===== src/hdl/audio_to_direct_recording_bits_macros.svh =====
// Assertion macros for the direct recording bit encoder
`ifndef AUDIO_TO_DIRECT_RECORDING_BITS_MACROS_SVH
`define AUDIO_TO_DIRECT_RECORDING_BITS_MACROS_SVH

`ifndef SYNTH
`define ATDRB_ASSERT_IMP(name, clk, rst_n, ante, cons) \
  name: assert property (@(posedge clk) disable iff (!rst_n) (ante) |-> (cons)) \
    else $error("implication check failed");
`define ATDRB_ASSERT_NXT(name, clk, rst_n, ante, cons) \
  name: assert property (@(posedge clk) disable iff (!rst_n) (ante) |=> (cons)) \
    else $error("next-cycle check failed");
`else
`define ATDRB_ASSERT_IMP(name, clk, rst_n, ante, cons)
`define ATDRB_ASSERT_NXT(name, clk, rst_n, ante, cons)
`endif

`endif


===== src/hdl/atdrb_pkg.sv =====
// Shared types and constants of the direct recording bit encoder
package atdrb_pkg;

  localparam int unsigned CNT_W   = 9;
  localparam int unsigned TOTAL_W = 24;

  typedef logic [CNT_W-1:0]   cnt_t;
  typedef logic [TOTAL_W-1:0] total_t;

  typedef enum logic [1:0] {
    REG_THRESHOLD = 2'd0,
    REG_MODE      = 2'd1,
    REG_PERIOD    = 2'd2,
    REG_TSB       = 2'd3
  } reg_idx_e;

  typedef struct packed {
    logic level;
    logic last;
    logic clipped;
    cnt_t count;
  } pack_cmd_t;

endpackage


===== src/hdl/audio_to_direct_recording_bits.sv =====
// Direct mode: each sample passes to the packer, waiting while the output beat is stalled.
// Resample mode: a sample that extends the open run is taken in idle; a run
// end passes through the multiply, the bit-serial divider and the packer,
// which waits while the output beat is stalled.
// rst_ni clears stream state, the output beat and the registers to defaults.
`include "audio_to_direct_recording_bits_macros.svh"

module audio_to_direct_recording_bits #(
  parameter int unsigned MAX_RUN_BITS = 504,
  parameter int unsigned RUN_WIDTH    = 24
) (
  input  logic        clk_i,
  input  logic        rst_ni,
  input  logic        psel,
  input  logic        penable,
  input  logic        pwrite,
  input  logic [3:0]  paddr,
  input  logic [31:0] pwdata,
  output logic [31:0] prdata,
  output logic        pready,
  input  logic        in_valid_i,
  output logic        in_ready_o,
  input  logic [7:0]  sample_value_i,
  input  logic        is_last_i,
  output logic        out_valid_o,
  input  logic        out_ready_i,
  output logic [7:0]  packed_byte_o,
  output logic [3:0]  valid_bits_o,
  output logic        final_byte_o,
  output logic [23:0] total_bytes_o,
  output logic        run_clipped_o
);

  localparam int unsigned NUM_W = RUN_WIDTH + 25;
  localparam int unsigned DIV_W = NUM_W - 8;
  localparam logic [RUN_WIDTH-1:0] RUN_MAX = '1;

  typedef enum logic [3:0] {
    S_IDLE = 4'b0001,
    S_MUL  = 4'b0010,
    S_DIV  = 4'b0100,
    S_PACK = 4'b1000
  } state_e;

  state_e               state_q, state_d;
  logic [7:0]           threshold_q;
  logic                 mode_q;
  logic [23:0]          period_q;
  logic [15:0]          tsb_q;
  logic [15:0]          tsb_eff;

  logic                 started_q, started_d;
  logic                 run_level_q, run_level_d;
  logic [RUN_WIDTH-1:0] run_len_q, run_len_d;
  logic [RUN_WIDTH-1:0] emit_len_q, emit_len_d;
  logic                 emit_level_q, emit_level_d;
  logic                 last_q, last_d;
  logic [NUM_W-1:0]     prod_q;
  logic [NUM_W-1:0]     product;
  logic                 div_start_q;
  logic                 div_done;
  logic [DIV_W-1:0]     div_quo;
  logic                 clip;
  atdrb_pkg::cnt_t      bits;
  logic                 level;
  logic                 cfg_wr;
  logic                 cmd_valid;
  atdrb_pkg::pack_cmd_t cmd;
  logic                 pk_busy;

  assign pready  = 1'b1;
  assign cfg_wr  = psel && penable && pwrite;
  assign tsb_eff = (tsb_q == 16'd0) ? 16'd1 : tsb_q;

  always_ff @(posedge clk_i or negedge rst_ni) begin
    if (!rst_ni) begin
      threshold_q <= 8'd127;
      mode_q      <= 1'b0;
      period_q    <= 24'd20317;
      tsb_q       <= 16'd79;
    end else if (cfg_wr) begin
      case (atdrb_pkg::reg_idx_e'(paddr[3:2]))
        atdrb_pkg::REG_THRESHOLD: threshold_q <= pwdata[7:0];
        atdrb_pkg::REG_MODE:      mode_q      <= pwdata[0];
        atdrb_pkg::REG_PERIOD:    period_q    <= pwdata[23:0];
        atdrb_pkg::REG_TSB:       tsb_q       <= pwdata[15:0];
        default: ;
      endcase
    end
  end

  always_comb begin
    case (atdrb_pkg::reg_idx_e'(paddr[3:2]))
      atdrb_pkg::REG_THRESHOLD: prdata = {24'd0, threshold_q};
      atdrb_pkg::REG_MODE:      prdata = {31'd0, mode_q};
      atdrb_pkg::REG_PERIOD:    prdata = {8'd0, period_q};
      atdrb_pkg::REG_TSB:       prdata = {16'd0, tsb_q};
      default:                  prdata = '0;
    endcase
  end

  assign in_ready_o = state_q == S_IDLE;
  assign level      = sample_value_i > threshold_q;
  assign product    = NUM_W'(emit_len_q) * NUM_W'(period_q) + NUM_W'({tsb_eff, 7'd0});

  always_comb begin
    clip = div_quo > DIV_W'(MAX_RUN_BITS);
    if (div_quo == '0) begin
      bits = atdrb_pkg::cnt_t'(1);
    end else if (clip) begin
      bits = atdrb_pkg::cnt_t'(MAX_RUN_BITS);
    end else begin
      bits = div_quo[atdrb_pkg::CNT_W-1:0];
    end
  end

  always_comb begin
    logic emit;
    emit         = 1'b0;
    state_d      = state_q;
    started_d    = started_q;
    run_level_d  = run_level_q;
    run_len_d    = run_len_q;
    emit_len_d   = emit_len_q;
    emit_level_d = emit_level_q;
    last_d       = last_q;
    cmd_valid    = 1'b0;
    cmd          = '{level: emit_level_q, last: last_q, clipped: clip, count: bits};
    case (state_q)
      S_IDLE: begin
        if (in_valid_i) begin
          last_d = is_last_i;
          if (!mode_q) begin
            cmd_valid = 1'b1;
            cmd       = '{level: level, last: is_last_i, clipped: 1'b0,
                          count: atdrb_pkg::cnt_t'(1)};
            state_d   = S_PACK;
            if (is_last_i) begin
              started_d   = 1'b0;
              run_level_d = 1'b0;
              run_len_d   = '0;
            end
          end else begin
            if (!started_q) begin
              started_d   = 1'b1;
              run_level_d = level;
              run_len_d   = RUN_WIDTH'(1);
            end else if (level == run_level_q) begin
              if (run_len_q != RUN_MAX) begin
                run_len_d = run_len_q + RUN_WIDTH'(1);
              end
            end else if (!is_last_i) begin
              emit         = 1'b1;
              emit_len_d   = run_len_q;
              emit_level_d = run_level_q;
              run_level_d  = level;
              run_len_d    = RUN_WIDTH'(1);
            end
            if (is_last_i) begin
              emit         = 1'b1;
              emit_len_d   = run_len_d;
              emit_level_d = run_level_d;
              started_d    = 1'b0;
              run_level_d  = 1'b0;
              run_len_d    = '0;
            end
            if (emit) begin
              state_d = S_MUL;
            end
          end
        end
      end
      S_MUL: state_d = S_DIV;
      S_DIV: begin
        if (div_done) begin
          cmd_valid = 1'b1;
          state_d   = S_PACK;
        end
      end
      S_PACK: begin
        if (!pk_busy) begin
          state_d = S_IDLE;
        end
      end
      default: state_d = S_IDLE;
    endcase
  end

  always_ff @(posedge clk_i or negedge rst_ni) begin
    if (!rst_ni) begin
      state_q     <= S_IDLE;
      started_q   <= 1'b0;
      run_level_q <= 1'b0;
      run_len_q   <= '0;
      div_start_q <= 1'b0;
    end else begin
      state_q     <= state_d;
      started_q   <= started_d;
      run_level_q <= run_level_d;
      run_len_q   <= run_len_d;
      div_start_q <= state_q == S_MUL;
    end
  end

  always_ff @(posedge clk_i) begin
    emit_len_q   <= emit_len_d;
    emit_level_q <= emit_level_d;
    last_q       <= last_d;
    if (state_q == S_MUL) begin
      prod_q <= product;
    end
  end

  atdrb_div #(
    .DW(DIV_W)
  ) u_div (
    .clk_i      (clk_i),
    .rst_ni     (rst_ni),
    .start_i    (div_start_q),
    .dividend_i (prod_q[NUM_W-1:8]),
    .divisor_i  (tsb_eff),
    .done_o     (div_done),
    .quotient_o (div_quo)
  );

  atdrb_packer u_pack (
    .clk_i         (clk_i),
    .rst_ni        (rst_ni),
    .cmd_valid_i   (cmd_valid),
    .cmd_i         (cmd),
    .busy_o        (pk_busy),
    .out_valid_o   (out_valid_o),
    .out_ready_i   (out_ready_i),
    .packed_byte_o (packed_byte_o),
    .valid_bits_o  (valid_bits_o),
    .final_byte_o  (final_byte_o),
    .total_bytes_o (total_bytes_o),
    .run_clipped_o (run_clipped_o)
  );

  `ATDRB_ASSERT_IMP(a_idle_packer_quiet, clk_i, rst_ni, in_ready_o, !pk_busy)
  `ATDRB_ASSERT_IMP(a_full_unless_final, clk_i, rst_ni, out_valid_o && !final_byte_o, valid_bits_o == 4'd8)
  `ATDRB_ASSERT_IMP(a_div_done_in_div, clk_i, rst_ni, div_done, state_q == S_DIV)
  `ATDRB_ASSERT_NXT(a_cmd_makes_busy, clk_i, rst_ni, cmd_valid, pk_busy)

endmodule


===== src/hdl/atdrb_div.sv =====
// Iterative restoring divider, one quotient bit per cycle
module atdrb_div #(
  parameter int unsigned DW = 41
) (
  input  logic          clk_i,
  input  logic          rst_ni,
  input  logic          start_i,
  input  logic [DW-1:0] dividend_i,
  input  logic [15:0]   divisor_i,
  output logic          done_o,
  output logic [DW-1:0] quotient_o
);

  localparam int unsigned CW = (DW > 1) ? $clog2(DW) : 1;

  logic          busy_q;
  logic          done_q;
  logic [CW-1:0] cnt_q;
  logic [15:0]   rem_q;
  logic [15:0]   div_q;
  logic [DW-1:0] quo_q;

  logic [16:0]   rem_sh;
  logic          ge;
  logic [15:0]   rem_nx;
  logic [DW-1:0] quo_nx;
  logic          last_step;

  always_comb begin
    rem_sh    = {rem_q, quo_q[DW-1]};
    ge        = rem_sh >= {1'b0, div_q};
    rem_nx    = ge ? 16'(rem_sh - {1'b0, div_q}) : rem_sh[15:0];
    quo_nx    = {quo_q[DW-2:0], ge};
    last_step = cnt_q == CW'(DW - 1);
  end

  always_ff @(posedge clk_i or negedge rst_ni) begin
    if (!rst_ni) begin
      busy_q <= 1'b0;
      done_q <= 1'b0;
      cnt_q  <= '0;
    end else begin
      done_q <= 1'b0;
      if (start_i) begin
        busy_q <= 1'b1;
        cnt_q  <= '0;
      end else if (busy_q) begin
        cnt_q <= cnt_q + CW'(1);
        if (last_step) begin
          busy_q <= 1'b0;
          done_q <= 1'b1;
        end
      end
    end
  end

  always_ff @(posedge clk_i) begin
    if (start_i) begin
      quo_q <= dividend_i;
      rem_q <= '0;
      div_q <= divisor_i;
    end else if (busy_q) begin
      quo_q <= quo_nx;
      rem_q <= rem_nx;
    end
  end

  assign done_o     = done_q;
  assign quotient_o = quo_q;

endmodule


===== src/hdl/atdrb_packer.sv =====
// Bit packer: fills bytes MSB first, flushes the tail, holds the output beat
module atdrb_packer (
  input  logic                clk_i,
  input  logic                rst_ni,
  input  logic                cmd_valid_i,
  input  atdrb_pkg::pack_cmd_t cmd_i,
  output logic                busy_o,
  output logic                out_valid_o,
  input  logic                out_ready_i,
  output logic [7:0]          packed_byte_o,
  output logic [3:0]          valid_bits_o,
  output logic                final_byte_o,
  output logic [23:0]         total_bytes_o,
  output logic                run_clipped_o
);

  logic              busy_q, busy_d;
  atdrb_pkg::cnt_t   left_q, left_d;
  logic              level_q, level_d;
  logic              last_q, last_d;
  logic              clip_q, clip_d;
  logic [7:0]        acc_q, acc_d;
  logic [2:0]        held_q, held_d;
  atdrb_pkg::total_t count_q, count_d;
  logic              out_valid_q;
  logic [7:0]        byte_q;
  logic [3:0]        vbits_q;
  logic              final_q;
  atdrb_pkg::total_t total_q;
  logic              oclip_q;

  logic [3:0]        room;
  logic [3:0]        n;
  logic [3:0]        sum;
  logic              full;
  logic [15:0]       tmp16;
  logic [15:0]       ones16;
  logic [7:0]        acc_new;
  logic              out_free;
  logic              emit;
  logic [7:0]        e_byte;
  logic [3:0]        e_valid;
  logic              e_final;
  atdrb_pkg::total_t e_total;

  always_comb begin
    room     = 4'd8 - {1'b0, held_q};
    n        = (left_q < atdrb_pkg::cnt_t'(room)) ? left_q[3:0] : room;
    sum      = {1'b0, held_q} + n;
    full     = sum == 4'd8;
    tmp16    = {8'h00, acc_q} << n;
    ones16   = (16'd1 << n) - 16'd1;
    acc_new  = tmp16[7:0] | (level_q ? ones16[7:0] : 8'h00);
    out_free = !out_valid_q || out_ready_i;
    e_total  = count_q + atdrb_pkg::total_t'(1);
  end

  always_comb begin
    busy_d  = busy_q;
    left_d  = left_q;
    level_d = level_q;
    last_d  = last_q;
    clip_d  = clip_q;
    acc_d   = acc_q;
    held_d  = held_q;
    count_d = count_q;
    emit    = 1'b0;
    e_byte  = acc_new;
    e_valid = 4'd8;
    e_final = 1'b0;
    if (cmd_valid_i) begin
      busy_d  = 1'b1;
      left_d  = cmd_i.count;
      level_d = cmd_i.level;
      last_d  = cmd_i.last;
      clip_d  = cmd_i.clipped;
    end else if (busy_q) begin
      if (left_q != '0) begin
        if (!full) begin
          acc_d  = acc_new;
          held_d = sum[2:0];
          left_d = left_q - atdrb_pkg::cnt_t'(n);
        end else if (out_free) begin
          emit    = 1'b1;
          e_final = last_q && (left_q == atdrb_pkg::cnt_t'(n));
          acc_d   = '0;
          held_d  = '0;
          left_d  = left_q - atdrb_pkg::cnt_t'(n);
          count_d = e_total;
        end
      end else if (!last_q) begin
        busy_d = 1'b0;
      end else if (held_q == '0) begin
        busy_d  = 1'b0;
        count_d = '0;
      end else if (out_free) begin
        emit    = 1'b1;
        e_byte  = acc_q << (4'd8 - {1'b0, held_q});
        e_valid = {1'b0, held_q};
        e_final = 1'b1;
        busy_d  = 1'b0;
        acc_d   = '0;
        held_d  = '0;
        count_d = '0;
      end
    end
  end

  always_ff @(posedge clk_i or negedge rst_ni) begin
    if (!rst_ni) begin
      busy_q      <= 1'b0;
      left_q      <= '0;
      acc_q       <= '0;
      held_q      <= '0;
      count_q     <= '0;
      out_valid_q <= 1'b0;
    end else begin
      busy_q  <= busy_d;
      left_q  <= left_d;
      acc_q   <= acc_d;
      held_q  <= held_d;
      count_q <= count_d;
      if (emit) begin
        out_valid_q <= 1'b1;
      end else if (out_ready_i) begin
        out_valid_q <= 1'b0;
      end
    end
  end

  always_ff @(posedge clk_i) begin
    level_q <= level_d;
    last_q  <= last_d;
    clip_q  <= clip_d;
    if (emit) begin
      byte_q  <= e_byte;
      vbits_q <= e_valid;
      final_q <= e_final;
      total_q <= e_total;
      oclip_q <= clip_q;
    end
  end

  assign busy_o        = busy_q;
  assign out_valid_o   = out_valid_q;
  assign packed_byte_o = byte_q;
  assign valid_bits_o  = vbits_q;
  assign final_byte_o  = final_q;
  assign total_bytes_o = total_q;
  assign run_clipped_o = oclip_q;

endmodule


===== config.mk =====
export PLATFORM = sky130hd
export DESIGN_NAME = audio_to_direct_recording_bits
export DESIGN_NICKNAME = d
export VERILOG_FILES = /design/src/hdl/atdrb_pkg.sv /design/src/hdl/audio_to_direct_recording_bits.sv /design/src/hdl/atdrb_div.sv /design/src/hdl/atdrb_packer.sv
export VERILOG_INCLUDE_DIRS = /design/src /design/src/hdl
export SDC_FILE = /design/constraint.sdc
export NUM_CORES = 2
export LEC_CHECK = 0
export BUFFER_PORTS_ARGS = -buffer_cell sky130_fd_sc_hd__buf_4
export CORE_UTILIZATION = 40
export DETAILED_ROUTE_END_ITERATION = 10
export GPL_TIMING_DRIVEN = 0
export PLACE_DENSITY = 0.55
export SETUP_SLACK_MARGIN = 0.4
export SYNTH_ARGS = -nofsm -noshare
export SYNTH_HDL_FRONTEND = slang
export SYNTH_SLANG_ARGS = --single-unit

===== constraint.sdc =====
create_clock -name clk_i -period 7.1 [get_ports clk_i]
set_input_delay 0.355 -clock clk_i [delete_from_list [all_inputs] [get_ports clk_i]]
set_output_delay 0.355 -clock clk_i [all_outputs]
set_load 0.02 [all_outputs]

==> flow_summary.toml <==
[worst_setup_path]
criticalPathCategory = "register to register"
crit_path_end = "prod_q[48]"
critical_path.startpoint = "period_q[4]"
r2r_cells = 27
critPathLaunchType = "register"
cp.arrival_ps = 7230
crit_path_end_kind = "register"
cp_slowest_stage_delay_ps = 540
r2r_slack_ps = 190
r2r_start = "period_q[4]"
crit_path_frequent_cell = "fa_1"
required_ps = 7420
cp_slowest_cell = "dfstp_2"
crit_fanout = 5
r2r-end = "prod_q[48]"

[global_route]
overflow = 0
grt_pass1_vias = 27500
antenna_found_initial = 1
grt_max_degree = 85
grt_pass1_wl_um = 167000
grt_usage_pct = 24.4

[clocking]
cts_tree = "yes"
clk_latency_ps = 590
path_clk_slew_ps = 70
clkSinkCount = 315
cts_max_level = 2
clock_path_buffers = 3
cts-root-buf = "clkbuf_16"
cts_made_buffers = 40

[yosys]
synthFlopType = "edfxtp_1"
synth_area_leaders = "fa_1 28%, edfxtp_1 14%, dfrtp_1 7.8%"
synth.distinct_cells = 95
synth_edf_count = 165
synth_top_area_share_pct = 28.2
synth_most_common_cell = "inv_1"
yosys_warnings = 0
yosysSeqAreaShare_pct = 24.4
ys_ff_latch = 315
synthArstFlopShare_pct = 42.5
ys_top_cells_by_count = "629 x inv_1, 501 x fa_1, 418 x nand2_1, 293 x and2_1, 221 x ha_1"
netlist_instances = 3657
syn_avg_cell_area_um2 = 9.71
synth_top_area_cell = "fa_1"
synth_area_um2 = 35500

[sta]
skew_ps = 28.2
fmax_ghz = 0.145
worstMarginPinSlew_ps = 1140
setup_viol = 0
relSlewSlack_pct = 23.2
rsz0062_at_grt = "true"
post-route-min-period_ps = 6910
slew_violations = 0
fin_crit_sh_pct = 97.4
hold_viol = 0

[floorplanning]
ioPinCount = 125
initial_core_util_pct = 40.6
num_rows = 108
core_um2 = 87400
die_area_um2 = 90000
fp.dieW_um = 300
chipHeight_um = 300

[drt]
finalWirelength_um = 108000
antenna_left = 0
drtIter0Drc = 1782
wl_per_cell_um = 21.0
drc_errors = 0
first_pass_iters = 5
vias = 26700
viasPerCell = 5.21

[status]
outcome = "completed"

[min_path]
worst_hold_path_type = "input port to register"

[placed_design]
numPortBuffers = 105
gp_congestion = 0.944
hpwl_um = 83900
place_area_um2 = 38000

[layout]
num-fill-cells = 8346
syn_to_final_growth_pct = 17.2
drive_above_1_share_pct = 17.4
fin_nets = 4714
final_cell_area_um2 = 41600
final-seq-area_um2 = 8670
multi_input_area_um2 = 24400

[job]
cap_violations = 0
[final cells by class]
| type | count | share of cell area (%) |
|---|---|---|
| inverter | 631 | 5.71 |
| clock buffer | 58 | 2.81 |
| clock inverter | 16 | 0.436 |
| antenna | 2 | 0.0120 |
| tap | 1155 | 3.47 |
| buffer | 211 | 3.46 |
| timing repair buffer | 234 | 4.67 |
| sequential | 315 | 20.8 |
| multi-input combinational | 2507 | 58.6 |
[worst min path at each step]
| stage | startpoint | end | slack [ps] | cells past startpoint |
|---|---|---|---|---|
| 2_1_floorplan | rst_ni | div_start_q | 60 | 0 |
| 4_1_cts | pwdata[18] | period_q[18] | 5 | 2 |
| 3_3_place_gp | u_pack.clip_q | u_pack.run_clipped_o | 420 | 0 |
| 5_1_grt | pwdata[3] | threshold_q[3] | 20 | 3 |
| 3_5_place_dp | rst_ni | u_pack.acc_q[4] | 360 | 1 |
| 6_report | pwdata[18] | period_q[18] | 30 | 2 |
[routing by layer]
layer / part of all wire [%] / track usage (%) / wire length [um]
met4: 4.1 / 9.20 / 4400
met2: 45 / 39.0 / 48900
met1: 43 / 33.2 / 46500
met5: 0 / 0 / 0
met3: 7.4 / 4.10 / 7950
[metrics by stage]
stage               TNS [ps]  hold slack, ps  cells  util (%)  setup slack (ps)
CTS                        0            4.91   5108      47.0              92.1
floorplan                  0            59.4   3664         -               408
global placement      -87140             417   4924      43.4             -1370
finish                     0            32.0   5129      47.6               186
detailed placement    -26150             359   4933      43.5             -1250
global route           -69.3            17.9   5127      47.6             -33.5
[kinds of logic (layout without fill, tap and decap cells)]
logic type	count (synthesis)	in the layout	synth area share [%]
AOI/OAI and AO/OA	468	468	8.50
other	2	11	0.0211
muxes	148	148	4.60
adders and majority gates	722	722	36.0
DFF	315	315	24.4
and+or+nand+nor	1080	1080	15.4
xor gates and xnor gates	80	80	1.97
buffers and inverters	842	1150	9.13
[repair_timing]
action                                 CTS  global route
gates cloned                             2             0
endpoints found under the hold margin   75             0
pin swaps                               60            71
resized for setup                      257           127
setup endpoints to repair              111            90
hold buffers                            20             0
setup buffers                           79            19
[worst max-delay path: cells and delay by family, from the launching register on]
kind | cells | cell delay, ps
compound gates | 6 | 1130
fa+ha+maj | 8 | 3810
buf+inv | 10 | 770
flops | 1 | 540
simple gates | 3 | 390
[state kept, by name, indices dropped and copies added (netlist names), 8 cells and up]
name                  cells
u_div.quotient_o         41
threshold_q               8
u_pack.total_bytes_o     24
emit_len_q               24
prod_q                   41
u_div.rem_q              16
run_len_q                24
u_pack.count_q           24
u_pack.packed_byte_o      8
u_div.div_q              16
u_pack.left_q             9
tsb_q                    16
u_pack.acc_q              8
period_q                 24
[layout by cell type, fill, tap and decap left out, types with 24 or more instances in the layout]
master and n:
fa_1 488, and2_1 291, nand3_1 39, mux2i_1 52, edfxtp_1 165, clkbuf_1 88, clkbuf_2 35, a21oi_1 110
or3_1 30, mux2_2 89, ha_1 196, nand2_1 408, buf_4 215, a21o_1 32, nand4_1 33, nor3_1 32
nor2b_1 24, xor2_1 38, clkbuf_16 51, nor2_1 98, dfrtp_1 104, clkbuf_4 32, inv_1 608, o21ai_0 102
xnor2_1 40, a31oi_1 31
Power is not shown: default switching activity piles up to over one toggle a cycle in this logic, so the estimate is an artifact.
